[config.mk]
export PLATFORM = sky130hd
export DESIGN_NAME = uart_receiver_timed_sampling_core
export DESIGN_NICKNAME = d
export VERILOG_FILES = /design/src/sv/uart_rts_pkg.sv /design/src/sv/uart_rts_cfg.sv /design/src/sv/uart_rts_engine.sv /design/src/sv/uart_receiver_timed_sampling_core.sv
export SDC_FILE = /design/constraint.sdc
export NUM_CORES = 1
export LEC_CHECK = 0
export BUFFER_PORTS_ARGS = -buffer_cell sky130_fd_sc_hd__buf_2
export CORE_ASPECT_RATIO = 0.6
export CORE_MARGIN = 2
export CORE_UTILIZATION = 30
export DETAILED_ROUTE_END_ITERATION = 6
export PLACE_DENSITY_LB_ADDON = 0.2
export SLEW_MARGIN = 20
export SYNTH_ARGS = -nofsm -noshare
export SYNTH_HDL_FRONTEND = slang
export SYNTH_SLANG_ARGS = --single-unit
[constraint.sdc]
create_clock -name clk -period 7 [get_ports clk]
set_clock_uncertainty 0.05 [all_clocks]
set_input_delay 0.35 -clock clk [delete_from_list [all_inputs] [get_ports clk]]
set_output_delay 0.35 -clock clk [all_outputs]
set_load 0.02 [all_outputs]
[src/sv/uart_rts_pkg.sv]
package uart_rts_pkg;

    localparam int CFG_W         = 23;
    localparam int CFG_IDX_W     = 3;
    localparam int COUNT_W       = 4;
    localparam int WORD_W        = 9;
    localparam int BYTE_W        = 8;
    localparam int MAX_DATA_BITS = 8;

    localparam logic [CFG_IDX_W-1:0] REG_BIT_TICKS      = 3'd0;
    localparam logic [CFG_IDX_W-1:0] REG_START_TICKS    = 3'd1;
    localparam logic [CFG_IDX_W-1:0] REG_DATA_BIT_COUNT = 3'd2;
    localparam logic [CFG_IDX_W-1:0] REG_PARITY_ENABLE  = 3'd3;
    localparam logic [CFG_IDX_W-1:0] REG_LINE_INVERT    = 3'd4;

    localparam logic [CFG_W-1:0]   BIT_TICKS_RST      = 23'd694;
    localparam logic [CFG_W-1:0]   START_TICKS_RST    = 23'd1041;
    localparam logic [COUNT_W-1:0] DATA_BIT_COUNT_RST = 4'd8;

    typedef enum logic [3:0] {
        PH_IDLE   = 4'b0001,
        PH_DATA   = 4'b0010,
        PH_PARITY = 4'b0100,
        PH_STOP   = 4'b1000
    } rx_phase_t;

    typedef struct packed {
        logic [CFG_W-1:0]   bit_ticks;
        logic [CFG_W-1:0]   start_ticks;
        logic [COUNT_W-1:0] data_bit_count;
        logic               parity_enable;
        logic               line_invert;
    } rx_cfg_t;

    typedef struct packed {
        logic              emit;
        logic [BYTE_W-1:0] data;
        logic              parity;
    } rx_result_t;

endpackage

[src/sv/uart_rts_cfg.sv]
module uart_rts_cfg
    import uart_rts_pkg::*;
(
    input  logic                 clk,
    input  logic                 rst_n,
    input  logic                 cfg_wr_en,
    input  logic [CFG_IDX_W-1:0] cfg_index,
    input  logic [CFG_W-1:0]     cfg_data,
    output rx_cfg_t              cfg
);

    rx_cfg_t cfg_reg;
    rx_cfg_t cfg_next;

    always_comb
    begin
        cfg_next = cfg_reg;
        if (cfg_wr_en)
        begin
            unique case (cfg_index)
                REG_BIT_TICKS:      cfg_next.bit_ticks      = cfg_data;
                REG_START_TICKS:    cfg_next.start_ticks    = cfg_data;
                REG_DATA_BIT_COUNT: cfg_next.data_bit_count = cfg_data[COUNT_W-1:0];
                REG_PARITY_ENABLE:  cfg_next.parity_enable  = cfg_data[0];
                REG_LINE_INVERT:    cfg_next.line_invert    = cfg_data[0];
                default:            cfg_next = cfg_reg;
            endcase
        end
    end

    always_ff @(posedge clk or negedge rst_n)
    begin
        if (!rst_n)
        begin
            cfg_reg.bit_ticks      <= BIT_TICKS_RST;
            cfg_reg.start_ticks    <= START_TICKS_RST;
            cfg_reg.data_bit_count <= DATA_BIT_COUNT_RST;
            cfg_reg.parity_enable  <= 1'b0;
            cfg_reg.line_invert    <= 1'b0;
        end
        else
        begin
            cfg_reg <= cfg_next;
        end
    end

    assign cfg = cfg_reg;

endmodule

[src/sv/uart_rts_engine.sv]
module uart_rts_engine
    import uart_rts_pkg::*;
#(
    parameter int TICK_WIDTH = 23
)
(
    input  logic       clk,
    input  logic       rst_n,
    input  logic       step,
    input  logic       rx_level,
    input  rx_cfg_t    cfg,
    output rx_result_t result
);

    rx_phase_t              phase_reg, phase_next, phase_eff;
    logic [WORD_W-1:0]      shift_reg, shift_next, shift_eff;
    logic [COUNT_W-1:0]     bits_reg, bits_next, bits_eff, bits_inc;
    logic [TICK_WIDTH-1:0]  cd_reg, cd_next, cd_eff;
    logic                   prev_level_reg, prev_level_next;
    logic                   level;
    logic                   sample;
    logic                   emit;
    logic [TICK_WIDTH-1:0]  bit_ticks_w;
    logic [TICK_WIDTH-1:0]  start_w;
    logic [TICK_WIDTH-1:0]  period;
    logic [COUNT_W-1:0]     frame_bits;

    always_comb
    begin
        level       = rx_level ^ cfg.line_invert;
        bit_ticks_w = TICK_WIDTH'(cfg.bit_ticks);
        start_w     = TICK_WIDTH'(cfg.start_ticks);
        period      = (bit_ticks_w == '0) ? TICK_WIDTH'(1) : bit_ticks_w;

        if (cfg.data_bit_count == '0)
            frame_bits = COUNT_W'(1);
        else if (cfg.data_bit_count > COUNT_W'(MAX_DATA_BITS))
            frame_bits = COUNT_W'(MAX_DATA_BITS);
        else
            frame_bits = cfg.data_bit_count;

        phase_eff = phase_reg;
        shift_eff = shift_reg;
        bits_eff  = bits_reg;
        cd_eff    = cd_reg;
        sample    = 1'b0;

        if (phase_reg == PH_IDLE)
        begin
            if (prev_level_reg && !level)
            begin
                phase_eff = PH_DATA;
                shift_eff = '0;
                bits_eff  = '0;
                cd_eff    = start_w;
                sample    = (start_w == '0);
            end
        end
        else
        begin
            cd_eff = (cd_reg != '0) ? cd_reg - TICK_WIDTH'(1) : cd_reg;
            sample = (cd_eff == '0);
        end

        bits_inc   = bits_eff + COUNT_W'(1);
        phase_next = phase_eff;
        shift_next = shift_eff;
        bits_next  = bits_eff;
        cd_next    = cd_eff;
        emit       = 1'b0;

        if (sample)
        begin
            unique case (phase_eff)
                PH_DATA:
                begin
                    cd_next    = period;
                    shift_next = {1'b0, shift_eff[8] | level, shift_eff[7:1]};
                    bits_next  = bits_inc;
                    if (bits_inc >= frame_bits)
                    begin
                        phase_next = cfg.parity_enable ? PH_PARITY : PH_STOP;
                        bits_next  = '0;
                    end
                end
                PH_PARITY:
                begin
                    cd_next    = period;
                    shift_next = {shift_eff[8] | level, shift_eff[7:0]};
                    phase_next = PH_STOP;
                end
                PH_STOP:
                begin
                    emit       = 1'b1;
                    shift_next = '0;
                    cd_next    = '0;
                    phase_next = PH_IDLE;
                end
                default:
                begin
                    phase_next = phase_eff;
                end
            endcase
        end

        prev_level_next = level;
    end

    assign result.emit   = emit;
    assign result.data   = shift_eff[BYTE_W-1:0];
    assign result.parity = shift_eff[BYTE_W];

    always_ff @(posedge clk or negedge rst_n)
    begin
        if (!rst_n)
        begin
            phase_reg      <= PH_IDLE;
            shift_reg      <= '0;
            bits_reg       <= '0;
            cd_reg         <= '0;
            prev_level_reg <= 1'b1;
        end
        else if (step)
        begin
            phase_reg      <= phase_next;
            shift_reg      <= shift_next;
            bits_reg       <= bits_next;
            cd_reg         <= cd_next;
            prev_level_reg <= prev_level_next;
        end
    end

    // bit count only runs during data phase
    a_bits_idle: assert property (@(posedge clk) disable iff (!rst_n)
        phase_reg != PH_DATA |-> bits_reg == '0)
        else $error("bit count not cleared outside data phase");

    a_bits_range: assert property (@(posedge clk) disable iff (!rst_n)
        bits_reg < COUNT_W'(MAX_DATA_BITS))
        else $error("bit count beyond frame length");

    a_idle_clear: assert property (@(posedge clk) disable iff (!rst_n)
        phase_reg == PH_IDLE |-> shift_reg == '0)
        else $error("shift word not cleared while idle");

endmodule

[src/sv/uart_receiver_timed_sampling_core.sv]
// An input transaction reaches result valid through the input register and then the result register.
// Throughput: one line sample per cycle; output back-pressure stalls only samples that emit.
// A frame yields one result transaction bit_ticks samples (one if bit_ticks is zero) after its last sampled bit.
// Reset (rst_n, asynchronous, active low): receiver idle, line taken as high,
// configuration at defaults, both pipeline registers empty.
module uart_receiver_timed_sampling_core
    import uart_rts_pkg::*;
#(
    parameter int TICK_WIDTH = 23
)
(
    input  logic                 clk,
    input  logic                 rst_n,
    input  logic                 cfg_wr_en,
    input  logic [CFG_IDX_W-1:0] cfg_index,
    input  logic [CFG_W-1:0]     cfg_data,
    input  logic                 in_valid,
    output logic                 in_ready,
    input  logic                 rx_level,
    output logic                 out_valid,
    input  logic                 out_ready,
    output logic [BYTE_W-1:0]    rx_byte,
    output logic                 parity_bit
);

    rx_cfg_t           cfg;
    rx_result_t        result;
    logic              s1_valid_reg, s1_valid_next;
    logic              s1_level_reg;
    logic              out_valid_reg, out_valid_next;
    logic [BYTE_W-1:0] out_byte_reg;
    logic              out_parity_reg;
    logic              out_free;
    logic              s1_advance;

    uart_rts_cfg u_cfg
    (
        .clk       (clk),
        .rst_n     (rst_n),
        .cfg_wr_en (cfg_wr_en),
        .cfg_index (cfg_index),
        .cfg_data  (cfg_data),
        .cfg       (cfg)
    );

    uart_rts_engine #(
        .TICK_WIDTH (TICK_WIDTH)
    ) u_engine
    (
        .clk      (clk),
        .rst_n    (rst_n),
        .step     (s1_advance),
        .rx_level (s1_level_reg),
        .cfg      (cfg),
        .result   (result)
    );

    assign out_free   = !out_valid_reg || out_ready;
    assign s1_advance = s1_valid_reg && (!result.emit || out_free);
    assign in_ready   = !s1_valid_reg || s1_advance;

    always_comb
    begin
        s1_valid_next = s1_valid_reg;
        if (in_ready)
            s1_valid_next = in_valid;

        out_valid_next = out_valid_reg;
        if (out_valid_reg && out_ready)
            out_valid_next = 1'b0;
        if (s1_advance && result.emit)
            out_valid_next = 1'b1;
    end

    always_ff @(posedge clk or negedge rst_n)
    begin
        if (!rst_n)
        begin
            s1_valid_reg  <= 1'b0;
            out_valid_reg <= 1'b0;
        end
        else
        begin
            s1_valid_reg  <= s1_valid_next;
            out_valid_reg <= out_valid_next;
        end
    end

    always_ff @(posedge clk)
    begin
        if (in_ready && in_valid)
            s1_level_reg <= rx_level;
        if (s1_advance && result.emit)
        begin
            out_byte_reg   <= result.data;
            out_parity_reg <= result.parity;
        end
    end

    assign out_valid  = out_valid_reg;
    assign rx_byte    = out_byte_reg;
    assign parity_bit = out_parity_reg;

    a_s1_hold: assert property (@(posedge clk) disable iff (!rst_n)
        s1_valid_reg && !s1_advance |=> s1_valid_reg)
        else $error("stalled sample dropped");

    a_out_hold: assert property (@(posedge clk) disable iff (!rst_n)
        out_valid_reg && !out_ready |=> out_valid_reg && $stable(out_byte_reg))
        else $error("pending result overwritten");

    a_out_src: assert property (@(posedge clk) disable iff (!rst_n)
        !out_valid_reg ##1 out_valid_reg |-> $past(s1_valid_reg))
        else $error("result appeared without a sample");

endmodule
Yosys cells after proc, flatten, opt, wreduce, memory -nomap -nowiden --
Cells that the tools add are included.
Word-level totals: output and inout bits 11, word-level logic and storage cells 83, register bits 105
Operators by class: muxes and demuxes 29, bitwise logic cells 2, reduce and logical (&&, ||, !) cells 25, magnitude comparators 2, add/sub/neg operators 2, equal/unequal tests 8
Operator list (count):
- $mux W23 | 5
- $logic_not A23 Y1 | 3
- $mux W4 | 12
- $pmux W23 S2 | 1
- $mux W9 | 3
- $pmux W9 S3 | 1
- $reduce_bool A23 Y1 | 1
- $sub A23 B1 Y23 const B | 1
- $pmux W4 S3 | 1
- $reduce_and A2 Y1 | 5
- $eq A3 B2 Y1 const B | 2
- $mux W1 | 6
- $logic_and A1 B1 Y1 | 5
- $add A4 B1 Y4 const B | 1
- $eq A4 B1 Y1 const B | 1
- $eq A4 B2 Y1 const B | 1
- $eq A4 B3 Y1 const B | 1
- $eq A4 B4 Y1 const B | 1
- $ge A4 B4 Y1 | 1
- $gt A4 B4 Y1 const B | 1
- $logic_not A1 Y1 | 4
- $logic_not A4 Y1 | 1
- $eq A3 B1 Y1 const B | 1
- $eq A3 B3 Y1 const B | 1
- 6 further kinds | 8

Longest topological paths before layout --
word-level depth 13, mapped depth 15, depth with buffers taken out 12

Hierarchy --
Synthesis repeated with hierarchy kept, for this count alone.
Second synthesis, totals: cell total of the unflattened synthesis 564, area total of the unflattened synthesis 5918.2 um2
By module, submodules not included:
- uart_rts_engine | area each 3492.1 um2, cells an instance 430, times used 1
- uart_rts_cfg | area each 2019.4 um2, cells an instance 114, times used 1
- uart_receiver_timed_sampling_core | area each 406.6 um2, cells an instance 20, times used 1

Worst setup path before layout --
No wires, ideal clock.
kind register to register, start reg u_engine.cd_reg[0], end reg out_parity_reg (netlist: parity_bit), enable pin, setup time 391 ps, required time 6559 ps, cell stages (with the launch flop) 13, path slack 2990 ps, arrival 3568 ps, path buffers 2, clock period less this slack 4010 ps, cell sequence dfrtp_1 inv_1 ha_1 buf_4 or3b_1 buf_2 o41ai_2 o2111ai_1 a211o_1 or4_4 nor2_1 o21ai_0 nor3b_1
Between the ends: longest elaborated chain between the ends 9, elaborated cells on any way between the ends 10, classes of those cells add/sub (1); mux (3); reduce/logical (6)
Ends and longest elaborated chain:
- start: declaration | RTL line uart_rts_engine.sv:18 | logic [TICK_WIDTH-1:0] cd_reg, cd_next, cd_eff;
- start signal: assignment | RTL line uart_rts_engine.sv:128 | cd_reg <= cd_next;
- $sub A23 B1 Y23 or $reduce_bool A23 Y1 (tied branches) | RTL line uart_rts_engine.sv:61 | cd_eff = (cd_reg != '0) ? cd_reg - TICK_WIDTH'(1) : cd_reg;
- $mux W23 * | RTL line uart_rts_engine.sv:61
- $logic_not A23 Y1 * | RTL line uart_rts_engine.sv:62 | sample = (cd_eff == '0);
- $mux W1 * | RTL line uart_rts_engine.sv:48 | if (phase_reg == PH_IDLE)
- $mux W1 * | RTL line uart_rts_engine.sv:72 | if (sample)
- $logic_not A1 Y1 | RTL line uart_receiver_timed_sampling_core.sv:59 | assign s1_advance = s1_valid_reg && (!result.emit || out_free);
- $logic_or A1 B1 Y1 | RTL line uart_receiver_timed_sampling_core.sv:59
- $logic_and A1 B1 Y1 | RTL line uart_receiver_timed_sampling_core.sv:59
- $logic_and A1 B1 Y1 * | RTL line uart_receiver_timed_sampling_core.sv:93 | if (s1_advance && result.emit)
- end signal: assignment | RTL line uart_receiver_timed_sampling_core.sv:96 | out_parity_reg <= result.parity;
- end: declaration | RTL line uart_receiver_timed_sampling_core.sv:32 | logic out_parity_reg;
Every way passes the cells marked *; elsewhere a longest branch is shown, timed or not. A chain may end at the register's enable or synchronous reset.

Final worst setup path --
start reg u_engine.cd_reg[0], end reg u_engine.cd_reg[1]
Between the ends: longest elaborated chain between the ends 8, elaborated cells on any way between the ends 12, classes of those cells add/sub (1); mux (6); reduce/logical (5)
Ends and longest elaborated chain (RTL line):
- $sub A23 B1 Y23 or $reduce_bool A23 Y1 (tied branches) | uart_rts_engine.sv:61
- $mux W23 * | uart_rts_engine.sv:61
- $logic_not A23 Y1 | uart_rts_engine.sv:62
- $mux W1 | uart_rts_engine.sv:48
- $mux W1 | uart_rts_engine.sv:72
- $logic_not A1 Y1 | uart_receiver_timed_sampling_core.sv:59
- $logic_or A1 B1 Y1 | uart_receiver_timed_sampling_core.sv:59
- $logic_and A1 B1 Y1 | uart_receiver_timed_sampling_core.sv:59
Marks and branches as above.

==> run summary <==
max-capacitance violation count: 0
Port Buffers: 42
largest net degree at the start of global routing: 67
Crit Path Max Fanout: 10
CP Data Required Time: 7230 ps
DP Cell Count: 843
CTS sink count: 105
Syn-to-layout area delta: 12.86%
RePlAce Congestion: 0.9420
slowest CP cell: nor2b_1
n_diodes: 0
critical path capture point type: flop
Wirelength per Cell: 21.82 µm
Yosys cell types: 69
post-cts sizing count: 0
Critical path buffers and inverters: 1
slowest stage delay, CP: 820 ps
crit-path leading delay family: simple AND/OR/NAND/NOR gates
final wirelength: 18.76 mm
post-synthesis sequential area ratio: 46.42%
pins over their slew limit: 0
Max Clock Freq: 214.3 MHz
Slew @ Worst Pin: 973.6 ps
HPWL after detailed placement: 14.06 mm
CP cell instances: inv_1, ha_1, or3b_1, o41ai_2, o2111ai_1, a211o_1, or4_4, o21bai_2, and2_1, nor2b_1, a221o_1
Die X-Extent: 183.5 µm
H-tree levels: 3
Post-CTS Setup Bufs: 0
main area contributors after synthesis: dfrtp_1 36%, mux2_2 9.1%, dfstp_2 5.4%, edfxtp_1 5.2%, o21ai_0 3.5%
fin crit share: 66.66%
Startpoint Class: flop
VDD IR max: 0.1371 mV
Clock Path Buffers: 2
DIE AREA: 20,500 µm²
RSZ-0062 raised after global routing: no
global-route usage over all layers: 18.79%
Arr. time, crit path: 4900 ps
antenna violations before repair: 0
CTS root buf: clkbuf_16
register bit total from synthesis: 105
Core Rows: 39
# IOs: 43
count of non-filler cells in the finished layout: 860
Iter 0 DRT Violations: 442
Most used DFF post-synth: dfrtp_1
Clock transition at path regs: 70 ps
nets: 648
vias in the first global route: 4,514
Die Y-Extent: 111.7 µm
leading area contributor after synthesis: dfrtp_1
Worst-Skew Late Latency: 350 ps
GRT Residual Overflow: 0
P per Cell Area: 280.6 nW/µm²
Synth top area share: 35.81%
Post-synth ARST share: 90.48%
Mapped Area: 5801 µm²
share of post-route cells with drive strength above 1: 24.59%
first-pass GRT wire length: 28.99 mm
CP Class: flop to flop
drt via density: 5.700
DR vias: 4,902
count of final setup violators: 0
Post-synth EDFFs: 10
Detail Route Antenna Nets: 0
status: finished, final reports clean
Yosys warnings: 0
minimum clock period: 4666 ps
max_slew headroom: 34.96%
Leak: 2.608 nW
TritonCTS clock tree: yes
Largest register FFs: 52
worst min-delay path class: input port to flop
Final Hold Viols: 0
Core ar.: 18,980 µm²
synthesized area per cell: 10.00 µm²
Pre-antenna DRT Iters: 5
Syn Nets: 619
starting density of the core: 30.56%
Fillers: 1,917
DRC: 0
setup TNS: 0 ps
cell count after synthesis: 580
CTS Buf Count: 9
[metal layers]
layer | vias to the layer above | track usage [%] | routed length [µm]
li1 | 2223 | - | -
met1 | 2432 | 32.44 | 10340
met2 | 238 | 21.96 | 6664
met3 | 9 | 5.267 | 1633
met4 | 0 | 3.147 | 122
met5 | - | 0 | 0
[path summary, 6_finish.rpt]
kind	startpoint	end	slack, ps	depth (start not counted)
min	rx_level	s1_level_reg	130	1
max in group asynchronous	rst_n	u_engine.cd_reg[14]	5250	3
max	u_engine.cd_reg[0]	u_engine.cd_reg[1]	2330	11
min in group asynchronous	rst_n	out_valid	420	2
min reg2reg	u_engine.prev_level_reg	u_engine.prev_level_reg	450	2
max reg2reg	u_engine.cd_reg[0]	u_engine.cd_reg[1]	2330	11
[kinds of logic after synthesis]
family,after synthesis,synth area share (%)
compound gates,155,18.36
xor+xnor,5,0.7551
fa+ha+maj,7,1.510
buf+inv,46,3.731
flops,105,46.42
mux,49,9.469
simple gates,213,19.76
[synth_stat cells, types with 5 or more instances]
| library cell | instances |
|---|---|
| nand3_1 | 16 |
| and3_1 | 5 |
| a22o_1 | 5 |
| or2_2 | 6 |
| ha_1 | 7 |
| nor4_1 | 23 |
| inv_1 | 11 |
| or3_1 | 7 |
| o21ai_0 | 40 |
| nor2_1 | 49 |
| a31oi_1 | 5 |
| dfstp_2 | 12 |
| a221o_1 | 5 |
| nand2b_1 | 9 |
| clkbuf_1 | 23 |
| nor3_1 | 10 |
| nor4b_1 | 5 |
| o22ai_1 | 7 |
| buf_2 | 5 |
| nand4_1 | 5 |
| a21o_1 | 11 |
| dfrtp_1 | 83 |
| nand2_1 | 41 |
| a21oi_1 | 37 |
| a22o_2 | 6 |
| mux2_2 | 47 |
| and2_1 | 16 |
| edfxtp_1 | 10 |
[through the flow]
step	hold slack [ps]	setup WS (ps)	utilization [%]	cell area (µm²)	total power, mW
floorplan	4.409	2990	-	5801	1.130
global placement	263.6	2521	32.82	6230	1.306
detailed placement	278.4	2419	32.82	6230	1.307
CTS	126.4	2397	34.49	6546	1.828
global route	128.7	2027	34.49	6546	1.920
finish	131.7	2334	34.49	6546	1.837
[power by group]
part	leakage [nW]	internal, mW	switching, mW
registers	1.20	0.723	0.170
clock network	0.151	0.263	0.259
logic	1.25	0.182	0.239
total	2.61	1.17	0.669
[layout make-up]
cell class	instances	area [µm²]	share of cell area (%)
multi-input cells	429	2900	44.30
well taps	246	307.8	4.702
flip-flops and latches	105	2693	41.13
clock buffers	10	239.0	3.651
repair buffers	53	297.8	4.549
inverters	11	41.29	0.6307
clock inverters	6	67.56	1.032
[cells in the final DEF (no fill, tap or decap), drive strengths merged, types with 15 or more instances in the layout]
cell / n
and2: 18
nand3: 16
inv: 15
o21ai: 41
nor4: 25
buf: 52
mux2: 47
nand2: 41
a21oi: 37
dfrtp: 83
nor2: 49
[timing repair]
| item | in CTS | in global routing |
|---|---|---|
| endpoints found under the hold margin | 28 | 0 |
| hold buffers | 1 | 0 |
| setup endpoints to repair | 0 | 0 |
(Power assumes the default switching activity.)
